`src/hw/rtl/mmh_pkg.sv`:
```
// mmh_pkg: shared types, constants and state encoding for the min-max heap engine
// no dependencies
`timescale 1ns / 1ps
package mmh_pkg;

  localparam int unsigned CAPACITY_DEF = 1023;

  typedef enum logic [1:0] {
    ACT_INSERT = 2'd0,
    ACT_RMIN   = 2'd1,
    ACT_RMAX   = 2'd2,
    ACT_NONE   = 2'd3
  } action_t;

  typedef enum logic [1:0] {
    ST_OK    = 2'd0,
    ST_FULL  = 2'd1,
    ST_EMPTY = 2'd2
  } status_t;

  typedef struct packed {
    logic [1:0]         action;
    logic signed [31:0] value;
  } in_req_t;

  typedef struct packed {
    logic signed [31:0] result_value;
    logic [1:0]         status;
    logic [9:0]         count;
  } out_res_t;

  typedef enum logic [4:0] {
    S_IDLE,
    S_INS_RDP,    // read parent
    S_INS_WTP,
    S_INS_CMPP,
    S_UP_RD,      // read grandparent
    S_UP_WT,
    S_UP_CMP,
    S_UP_FIN,
    S_RM_RD2,
    S_RM_RD3,
    S_RM_WT,
    S_RM_SEL,
    S_RM_RDL,     // read target and last
    S_RM_WTL,
    S_RM_TAKE,
    S_TD_INIT,
    S_TD_RD,      // scan candidates
    S_TD_WT,
    S_TD_ACC,
    S_TD_DEC,
    S_TD_RDP,
    S_TD_WTP,
    S_TD_CMPP,
    S_DONE
  } state_t;

  typedef struct packed {
    logic rd_issue;
    logic rd_capture;
    logic ins_start;
    logic ins_cmp_parent;
    logic up_cmp;
    logic up_fin;
    logic rm_rd2;
    logic rm_cap2;
    logic rm_cap3;
    logic rm_select;
    logic rm_rd_last;
    logic rm_cap_last;
    logic rm_take;
    logic td_init;
    logic td_acc;
    logic td_decide;
    logic td_cmp_parent;
    logic finish;
  } mmh_cmd_t;

  typedef struct packed {
    logic full;
    logic empty;
    logic is_insert;
    logic is_remove;
    logic ins_first;
    logic up_more;
    logic rm_need_sel;
    logic rm_no_td;
    logic td_more;
    logic td_cand_left;
    logic td_descend;
    logic td_swap;
  } mmh_sts_t;

endpackage

```
`src/hw/rtl/mmh_ctrl.sv`:
```
// mmh_ctrl: controller state machine sequencing insert, removal and trickle-down
// depends on mmh_pkg
`timescale 1ns / 1ps
module mmh_ctrl (
  input  logic              clk,
  input  logic              rst_n,
  input  logic              start,
  output logic              busy,
  input  mmh_pkg::mmh_sts_t sts,
  output mmh_pkg::mmh_cmd_t cmd
);
  import mmh_pkg::*;

  state_t state_r, state_nxt;

  always_ff @(posedge clk) begin
    if (!rst_n) begin
      state_r <= S_IDLE;
    end else begin
      state_r <= state_nxt;
    end
  end

  always_comb begin
    state_nxt = state_r;
    case (state_r)
      S_IDLE: begin
        if (start) begin
          if (sts.is_insert && !sts.full) begin
            state_nxt = sts.ins_first ? S_UP_FIN : S_INS_RDP;
          end else if (sts.is_remove && !sts.empty) begin
            state_nxt = sts.rm_need_sel ? S_RM_RD2 : S_RM_RDL;
          end else begin
            state_nxt = S_DONE;
          end
        end
      end
      S_INS_RDP:  state_nxt = S_INS_WTP;
      S_INS_WTP:  state_nxt = S_INS_CMPP;
      S_INS_CMPP: state_nxt = S_UP_RD;
      S_UP_CMP:   state_nxt = sts.up_more ? S_UP_RD : S_UP_FIN;
      S_UP_RD:    state_nxt = S_UP_WT;
      S_UP_WT:    state_nxt = S_UP_CMP;
      S_UP_FIN:   state_nxt = S_DONE;
      S_RM_RD2:   state_nxt = S_RM_RD3;
      S_RM_RD3:   state_nxt = S_RM_WT;
      S_RM_WT:    state_nxt = S_RM_SEL;
      S_RM_SEL:   state_nxt = S_RM_RDL;
      S_RM_RDL:   state_nxt = S_RM_WTL;
      S_RM_WTL:   state_nxt = S_RM_TAKE;
      S_RM_TAKE:  state_nxt = sts.rm_no_td ? S_DONE : S_TD_INIT;
      S_TD_INIT:  state_nxt = sts.td_more ? S_TD_RD : S_DONE;
      S_TD_RD:    state_nxt = S_TD_WT;
      S_TD_WT:    state_nxt = S_TD_ACC;
      S_TD_ACC:   state_nxt = sts.td_cand_left ? S_TD_RD : S_TD_DEC;
      S_TD_DEC: begin
        if (sts.td_descend) begin
          state_nxt = S_TD_RDP;
        end else if (sts.td_swap) begin
          state_nxt = S_UP_FIN;
        end else begin
          state_nxt = S_DONE;
        end
      end
      S_TD_RDP:   state_nxt = S_TD_WTP;
      S_TD_WTP:   state_nxt = S_TD_CMPP;
      S_TD_CMPP:  state_nxt = S_TD_INIT;
      S_DONE:     state_nxt = S_IDLE;
      default:    state_nxt = S_IDLE;
    endcase
  end

  always_comb begin
    cmd = '0;
    busy = (state_r != S_IDLE);
    case (state_r)
      S_IDLE:     cmd.ins_start = start;
      S_INS_RDP:  cmd.rd_issue = 1'b1;
      S_INS_CMPP: cmd.ins_cmp_parent = 1'b1;
      S_UP_CMP:   cmd.up_cmp = 1'b1;
      S_UP_RD:    cmd.rd_issue = 1'b1;
      S_UP_FIN:   cmd.up_fin = 1'b1;
      S_RM_RD2: begin
        cmd.rd_issue = 1'b1;
        cmd.rm_rd2 = 1'b1;
      end
      S_RM_RD3: begin
        cmd.rd_issue = 1'b1;
        cmd.rm_cap2 = 1'b1;
      end
      S_RM_WT:    cmd.rm_cap3 = 1'b1;
      S_RM_SEL:   cmd.rm_select = 1'b1;
      S_RM_RDL: begin
        cmd.rd_issue = 1'b1;
        cmd.rm_rd_last = 1'b1;
      end
      S_RM_WTL: begin
        cmd.rd_issue = 1'b1;
        cmd.rm_cap_last = 1'b1;
      end
      S_RM_TAKE:  cmd.rm_take = 1'b1;
      S_TD_INIT:  cmd.td_init = 1'b1;
      S_TD_RD:    cmd.rd_issue = 1'b1;
      S_TD_ACC:   cmd.td_acc = 1'b1;
      S_TD_DEC:   cmd.td_decide = 1'b1;
      S_TD_RDP:   cmd.rd_issue = 1'b1;
      S_TD_CMPP:  cmd.td_cmp_parent = 1'b1;
      S_DONE:     cmd.finish = 1'b1;
      default:    cmd = '0;
    endcase
  end

endmodule

```
`config.mk`:
```
export PLATFORM = sky130hd
export DESIGN_NAME = mmh_ctrl
export DESIGN_NICKNAME = d
export VERILOG_FILES = /design/src/hw/rtl/mmh_pkg.sv /design/src/hw/rtl/mmh_ctrl.sv
export SDC_FILE = /design/constraint.sdc
export NUM_CORES = 1
export LEC_CHECK = 0
export BUFFER_PORTS_ARGS = -buffer_cell sky130_fd_sc_hd__buf_2
export CORE_MARGIN = 3
export CORE_UTILIZATION = 41
export CTS_CLUSTER_DIAMETER = 100
export DETAILED_ROUTE_END_ITERATION = 6
export PLACE_DENSITY = 0.75
export REMOVE_ABC_BUFFERS = 1
export SLEW_MARGIN = 15
export SYNTH_ARGS = -nofsm -noshare
export SYNTH_HDL_FRONTEND = slang
export SYNTH_SLANG_ARGS = --single-unit
```
`constraint.sdc`:
```
create_clock -name clk -period 1.31 [get_ports clk]
set_input_delay 0.0655 -clock clk [delete_from_list [all_inputs] [get_ports clk]]
set_output_delay 0.0655 -clock clk [all_outputs]
set_load 0.005 [all_outputs]
```
# Word level (Yosys, flattened, before mapping)
# Cells that the tools add are included.
# W data, S select, Z words.
[totals] reg_bits=5 out_inout_bits=19 word_cells=61
[op_classes] n_eq_ne=24 mux=29 reduce_logical=7
[op_table] op="$pmux W5 S23" count=1
[op_table] op="$eq A5 B4 Y1 const B" count=8
[op_table] op="$eq A5 B5 Y1 const B" count=8
[op_table] op="$mux W5" count=6
[op_table] op="$eq A5 B3 Y1 const B" count=4
[op_table] op="$mux W1" count=17
[op_table] op="$eq A5 B2 Y1 const B" count=2
[op_table] op="$mux W3" count=3
[op_table] op="$reduce_or A8 Y1" count=1
[op_table] op="$eq A5 B1 Y1 const B" count=1
[op_table] op="$logic_not A5 Y1" count=1
[op_table] op="$reduce_bool A5 Y1" count=1
[op_table] op="$mux W2" count=2
[op_table] op="$logic_and A1 B1 Y1" count=2
[op_table] op="$logic_not A1 Y1" count=2
[op_table] op="$ne A2 B2 Y1 const B" count=1

# Longest topological paths before layout
# Gate-level depths: netlist of the first run.
[depth] depth_word=6 mapped_depth=5 depth_no_buf=5

# Worst setup path after synthesis of the first run
# No wires, ideal clock.
[synth_timing] path_type="register to register" from="register state_r[0]" to="register state_r[0]" arrival_time_ns=1.237 path_slack_ns=-0.064 required_ns=1.173 path_buffers=0 period_less_slack_ns=1.374 setup_time_ns=0.137 stages_incl_launch_ff=6 cell_sequence="dfxtp_1 -> or3_4 -> nor3_4 -> inv_2 -> o221ai_4 -> a31oi_1"
[synth_via] elab_chain_len=2 word_cells_on_any_way=25 cone_classes="eq/ne (23); mux (1); reduce/logical (1)"
[synth_lines] item="start, declared" line_no="mmh_ctrl.sv:14" text="state_t state_r, state_nxt;"
[synth_lines] item="start signal, assigned" line_no="mmh_ctrl.sv:20" text="state_r <= state_nxt;"
[synth_lines] item="$eq A5 B5 Y1, or another cell as far along" line_no="mmh_ctrl.sv:26" text="case (state_r)"
[synth_lines] item="$pmux W5 S23 / $ne A2 B2 Y1 (equally long branches)"
# Several ways; a longest one is shown, not always the timed one.
# A chain may end at the register's enable or synchronous reset.

==> metrics, run 1 <==
run status finished with violations; CP max-delay cell sky130_fd_sc_hd__dfxtp_2; portion of synthesized cell area occupied by the leading cell type 14.23%; first drt pass iteration count 4; number of cell instances on the worst register-to-register path 7; crit end category output pin; global-route usage over all layers 30.78%; max reg flops 5; sequential share of the synthesized area between 10 and 15%; Hold/Removal Path Class input port to register; number of sinks on the clock net 5; die boundary width around 47 µm; Clock H-tree levels 1; critical path startpoint category register; antenna cell count 0; number of synthesized register bits 5; I/O pin count 34; crit path kind register to output pin; RePlAce Congestion 0.9295; CP Data Required Time ~1.2 ns; number of nets in the layout between 150 and 200; Synth Instances 97; count of input and output buffers 32; critical path fanouts, max 5; final WL 3319 µm; Final Setup Violations 23; peak per-stage delay on the critical path 0.35 ns; Antenna Nets Post-Route 0; Worst R2R Setup Slack -0.34 ns; wire length of the first global-routing pass 4788 µm; minimum clock period 1.651 ns; number of global-route vias before repair 1053; critical path's most frequent cell sky130_fd_sc_hd__buf_6; buffer depth of the longest clock path 2; critical register-to-register path endpoint state_r[1]$_SDFFE_PN0P_; DRC violations left 0; dominant cell by count in the synthesized netlist sky130_fd_sc_hd__nor2_1; via-per-instance ratio around 6; largest net degree at the start of global routing 13; DP Wirelength 1916 µm; hold path start sts[4]; cells along the critical path buf_6 > or3_4 > nor3_4 > buf_6 > and2_1 > buf_2; final worst-path cycle share 126.0%; violations in the final reports negative setup slack; effective utilization at floorplan 45.10%; initial antenna violation count 0; ys async rst share 0%; y dimension of the die approximately 47 µm; Core Region about 0.0016 mm²; Iteration-0 DRC Markers 54; clock insertion delay at the later pin of the skew report 0.26 ns; fraction of layout instances using a drive strength above 1 63.19%; clock-pin slew of the registers on the worst-case setup and hold paths around 0.050 ns; register with the highest flop count state_r; TritonCTS clock tree done; cts bufs inserted 3; FF-to-FF Start state_r[4]$_SDFFE_PN0P_; per-cell routed wire length 18.54 µm; clk root buf sky130_fd_sc_hd__clkbuf_4; number of distinct library cell variants in the gate-level netlist after synthesis 40; Yosys warning count 0; most numerous cell types in the synthesized netlist sky130_fd_sc_hd__nor2_1 (12), sky130_fd_sc_hd__nand2_1 (10), sky130_fd_sc_hd__nor3_1 (8), sky130_fd_sc_hd__a21oi_1 (7), sky130_fd_sc_hd__dfxtp_1 (5); total die area 0.002248 mm²; Endpoint, Worst Hold state_r[4]$_SDFFE_PN0P_; total power draw 2.857 mW; Max-cap violations 0; count of final max-slew check failures 0; overall overflow remaining after global route 0; total count of hold-check failures in the final report 0; leakage about 0.6 nW; most area-consuming cells after synthesis sky130_fd_sc_hd__dfxtp_1 (14%), sky130_fd_sc_hd__nor2_1 (6.4%), sky130_fd_sc_hd__nor3_1 (5.7%); vias post-DR 1096; Setup TNS -4.555 ns; maximum ir drop on the vdd rail 0.001230 V; registers with the most flip-flops state_r (5); average cell area after synthesis 7.249 µm²; Worst Setup Slack, final -0.3407 ns; Hold Path Cell Cnt 3; number of enable flip-flop cells after synthesis 0; Clock Skew 0.009732 ns; post-synthesis to final-layout area growth 83.45%; power per cell area 2215 mW/mm²; Synth area leader sky130_fd_sc_hd__dfxtp_1; arrival time of data at the critical path endpoint approximately 1.6 ns; unrepaired setup endpoints after global routing true; synthesized cell area 703.2 µm²; Placement Rows 14; prevailing post-synth register cell sky130_fd_sc_hd__dfxtp_1; maximum clock frequency 605.8 MHz
-- kinds of logic (layout without fill, tap and decap cells) --
logic type / after synthesis / count (layout) / synth area share (%)
AOI/OAI and AO/OA: 30 / 30 / 34.34
buffers and inverters: 12 / 78 / 12.28
DFF: 5 / 5 / 14.24
other: 1 / 1 / 0.5333
and+or+nand+nor: 49 / 49 / 38.61
-- what timing repair did --
action,in CTS,in global routing
gates resized for setup,41,5
pin swaps,7,0
setup endpoints to repair,23,23
hold endpoints to repair,0,0
hold buffers,0,0
buffers inserted,7,0
-- critical path, delay by kind of cell (launching register included) --
kind / cells / cell delay, ns
simple gates: 3 / 0.62
flops: 1 / 0.35
buf+inv: 3 / 0.36
-- layout by cell type, fill, tap and decap left out, types with 3 or more instances in the layout --
master | netlist | layout
sky130_fd_sc_hd__a21oi_1 | 7 | 5
sky130_fd_sc_hd__a31oi_1 | 3 | 3
sky130_fd_sc_hd__buf_4 | 1 | 22
sky130_fd_sc_hd__dfxtp_4 | 0 | 3
sky130_fd_sc_hd__nor3_4 | 1 | 3
sky130_fd_sc_hd__nand2_1 | 10 | 9
sky130_fd_sc_hd__nor3_2 | 0 | 3
sky130_fd_sc_hd__nor2b_1 | 4 | 4
sky130_fd_sc_hd__nor3_1 | 8 | 3
sky130_fd_sc_hd__nor2_1 | 12 | 9
sky130_fd_sc_hd__inv_1 | 3 | 3
sky130_fd_sc_hd__buf_2 | 2 | 31
sky130_fd_sc_hd__clkbuf_4 | 0 | 3
sky130_fd_sc_hd__buf_6 | 2 | 16
-- per-layer routing --
| metal | track usage [%] | vias to the layer above | share of wire (%) |
|---|---|---|---|
| met5 | 0 | - | 0 |
| li1 | - | 485 | - |
| met1 | 32.36 | 521 | 35 |
| met3 | 5.639 | 16 | 8.5 |
| met2 | 56.68 | 74 | 53 |
| met4 | 17.13 | 0 | 3.6 |
-- how the worst max path moves through the flow --
stage,startpoint,endpoint,slack (ns),depth (start not counted)
finish,state_r[4]$_SDFFE_PN0P_,cmd[15],-0.34,6
global route,state_r[1]$_SDFFE_PN0P_,state_r[1]$_SDFFE_PN0P_,-0.39,5
CTS,state_r[4]$_SDFFE_PN0P_,cmd[15],-0.28,6
detailed placement,state_r[2]$_SDFFE_PN0P_,state_r[4]$_SDFFE_PN0P_,-0.23,5
global placement,state_r[2]$_SDFFE_PN0P_,state_r[4]$_SDFFE_PN0P_,-0.15,5
floorplan,state_r[4]$_SDFFE_PN0P_,state_r[1]$_SDFFE_PN0P_,-0.20,4
-- final cells by class --
class	count	area, µm²
multi-input cells	80	608.1
repair buffers	69	500.5
fillers	90	269.0
flip-flops and latches	5	113.9
clock buffers	4	26.28
inverters	5	21.27
well taps	16	20.02
-- per-stage QoR --
stage                     util, %  cell area [µm²]  hold WS [ns]  worst slack, ns  instances
after detailed placement    66.77             1041        0.3533          -0.2332        168
after global routing        82.74             1290       0.08716          -0.3933        179
after global placement      66.77             1041        0.3592          -0.1490        168
after CTS                   81.46             1270       0.08936          -0.2752        179
after floorplan                 -            635.6        0.2118          -0.1961         90
final                       82.74             1290       0.09693          -0.3407        179
-- report_power, final --
group	switching, mW	internal (mW)
clock	0.0783	0.116
combinational	1.07	1.25
sequential	0.109	0.240
Power figures use the tool's default switching activity.
==> run 2: changes to the inputs <==
- CORE_UTILIZATION: 41 -> 31
- PLACE_DENSITY: 0.75 -> unset
==> metrics, run 2 (same netlist as run 1, synthesis figures left out) <==
run status finished with violations; violations in the final reports negative setup slack; initial antenna violation count 0 (unchanged); register share of total power 13.6% (+1.4 points); Placement Setup Slack -0.1567 ns (+0.07649 ns); total die area 0.002876 mm² (+28%); Max-cap violations 0 (unchanged); y dimension of the die 53.63 µm (+13%); register with the highest flop count state_r; peak per-stage delay on the critical path 0.41 ns (+0.06 ns); overall overflow remaining after global route 0 (unchanged); Worst Setup Slack, final -0.1944 ns (+0.1464 ns); DP Wirelength 1810 µm (-5.5%); via-per-instance ratio 5.137 (-16%); number of global-route vias before repair 836 (-21%); CP Data Required Time 1.24 ns (about the same); Core Region 0.002062 mm² (+32%); per-cell routed wire length 14.00 µm (-24%); registers with the most flip-flops state_r (5); Final Setup Violations 21 (-8.7%); maximum clock frequency 664.7 MHz (+9.7%); I/O pin count 34 (unchanged); total stage count of the critical path 5 (-1); crit path kind register to output pin; Worst R2R Setup Slack -0.16 ns (+0.18 ns); cts bufs inserted 3 (unchanged); clk root buf sky130_fd_sc_hd__clkbuf_4; P_sw 1.105 mW (-12%); critical path startpoint category register; origin of the worst setup path state_r[0]$_SDFFE_PN0P_; leakage 0.5532 nW (-7.1%); hold slack 0.08527 ns (-0.01165 ns); DRC violations left 0 (unchanged); power per cell area 2032 mW/mm² (-8.3%); largest net degree at the start of global routing 12 (-1); arrival time of data at the critical path endpoint 1.44 ns (-0.15 ns); fill cell count 188 (+110%); total count of hold-check failures in the final report 0 (unchanged); number of nets in the layout 172 (-3.9%); RePlAce Congestion 0.9071 (-2.4%); internal power component 1.407 mW (-12%); endpoint of the most critical setup path cmd[13]; antenna cell count 0 (unchanged); share of total power in combinational logic 79.0% (-2.0 points); TritonCTS clock tree done; Top Family by Delay on Critical Path simple AND/OR/NAND/NOR gates; Iteration-0 DRC Markers 5 (-91%); count of input and output buffers 32 (unchanged); crit end category output pin; clock-pin slew of the registers on the worst-case setup and hold paths 0.05 ns (about the same); leading cell types in the layout, fill and taps excluded sky130_fd_sc_hd__buf_2 (32), sky130_fd_sc_hd__buf_4 (20), sky130_fd_sc_hd__nand2_1 (10), sky130_fd_sc_hd__buf_6 (9), sky130_fd_sc_hd__nor2_2 (8); Clock Skew 0.006430 ns (-0.003303 ns); fraction of layout instances using a drive strength above 1 64.74% (+1.6 points); WP buf/inv 3 (unchanged); critical path fanouts, max 8 (+3); final WL 2562 µm (-23%); effective utilization at floorplan 34.10% (-11 points); wire length of the first global-routing pass 3712 µm (-22%); critical register-to-register path endpoint state_r[0]$_SDFFE_PN0P_; clock network power share 7.4% (+0.6 points); buffer depth of the longest clock path 2 (unchanged); count of final max-slew check failures 0 (unchanged); Setup TNS -2.594 ns (+1.961 ns); CP max-delay cell sky130_fd_sc_hd__or3b_4; number of cell instances on the worst register-to-register path 5 (-2); maximum ir drop on the vdd rail 0.001264 V (+2.8%); number of sinks on the clock net 5 (unchanged); Hold/Removal Path Class input port to register; unrepaired setup endpoints after global routing true; FF-to-FF Start state_r[0]$_SDFFE_PN0P_; post-synthesis to final-layout area growth 75.80%; max reg flops 5 (unchanged); most frequent standard cell in the layout excluding fill and tap cells sky130_fd_sc_hd__buf_2; die boundary width 53.63 µm (+13%); clock insertion delay at the later pin of the skew report 0.25 ns (about the same); fraction of power spent switching nets 44.00% (+0.067 points); cells along the critical path buf_12 > or3b_4 > buf_6 > nor2_2 > buf_2; minimum clock period 1.504 ns (-0.1464 ns); vias post-DR 940 (-14%); Placement Rows 16 (+2); Clock H-tree levels 1 (unchanged); Antenna Nets Post-Route 0 (unchanged); first drt pass iteration count 5 (+1); global-route usage over all layers 17.52% (-13 points); final worst-path cycle share 114.8% (-11 points)
## run 2: area by class of cell
cell class | count | area (µm²) | area share [%]
well taps | 27 | 33.78 | 2.733
multi-input cells | 80 | 608.1 | 49.19
flip-flops and latches | 5 | 113.9 | 9.210
repair buffers | 62 | 431.7 | 34.92
clock buffers | 4 | 26.28 | 2.125
inverters | 5 | 22.52 | 1.822
## run 2: worst reg2reg max path, cell delays in order, from the launching register on
cell and delay, ns:
sky130_fd_sc_hd__dfxtp_2 0.33, sky130_fd_sc_hd__buf_12 0.13, sky130_fd_sc_hd__or3b_4 0.42, sky130_fd_sc_hd__nor3_1 0.26, sky130_fd_sc_hd__a211oi_2 0.09, sky130_fd_sc_hd__a31oi_1 0.16
## run 2: routing by layer
| layer | up-vias | global-route usage [%] | share of wire, % |
|---|---|---|---|
| met4 | 0 | 1.277 | 0.47 |
| met5 | - | 0 | 0 |
| met1 | 437 | 20.59 | 41 |
| li1 | 468 | - | - |
| met3 | 4 | 5.263 | 6.5 |
| met2 | 31 | 32.24 | 52 |
## run 2: power groups by stage
stage | logic [mW] | clock network, mW | registers, mW
floorplan | 0.773 | 0 | 0.382
global route | 2.14 | 0.201 | 0.354
detailed placement | 1.58 | 0 | 0.311
CTS | 1.78 | 0.188 | 0.330
global placement | 1.56 | 0 | 0.311
finish | 1.98 | 0.186 | 0.342
## run 2: stage by stage
| step | area [µm²] | std cells | power [mW] | util [%] |
|---|---|---|---|---|
| 2_1_floorplan | 635.6 | 90 | 1.155 | - |
| 3_3_place_gp | 1022 | 173 | 1.875 | 49.58 |
| 3_5_place_dp | 1022 | 173 | 1.890 | 49.58 |
| 4_1_cts | 1154 | 181 | 2.297 | 55.95 |
| 5_1_grt | 1236 | 183 | 2.693 | 59.95 |
| 6_report | 1236 | 183 | 2.511 | 59.95 |
## run 2: worst min-delay path by stage
stage                start                      end  slack [ns]  cells past startpoint
floorplan           sts[4]  state_r[4]$_SDFFE_PN0P_        0.21                      2
global placement    sts[4]  state_r[4]$_SDFFE_PN0P_        0.34                      3
detailed placement  sts[4]  state_r[4]$_SDFFE_PN0P_        0.35                      3
CTS                 sts[4]  state_r[4]$_SDFFE_PN0P_        0.08                      3
global route        sts[4]  state_r[4]$_SDFFE_PN0P_        0.09                      3
finish              sts[4]  state_r[4]$_SDFFE_PN0P_        0.09                      3
## run 2: timing repair
item | CTS | global route
setup endpoints to repair | 23 | 23
hold buffers | 0 | 0
setup buffers | 4 | 2
gates cloned | 0 | 0
resized for setup | 24 | 17
pin swaps | 7 | 10
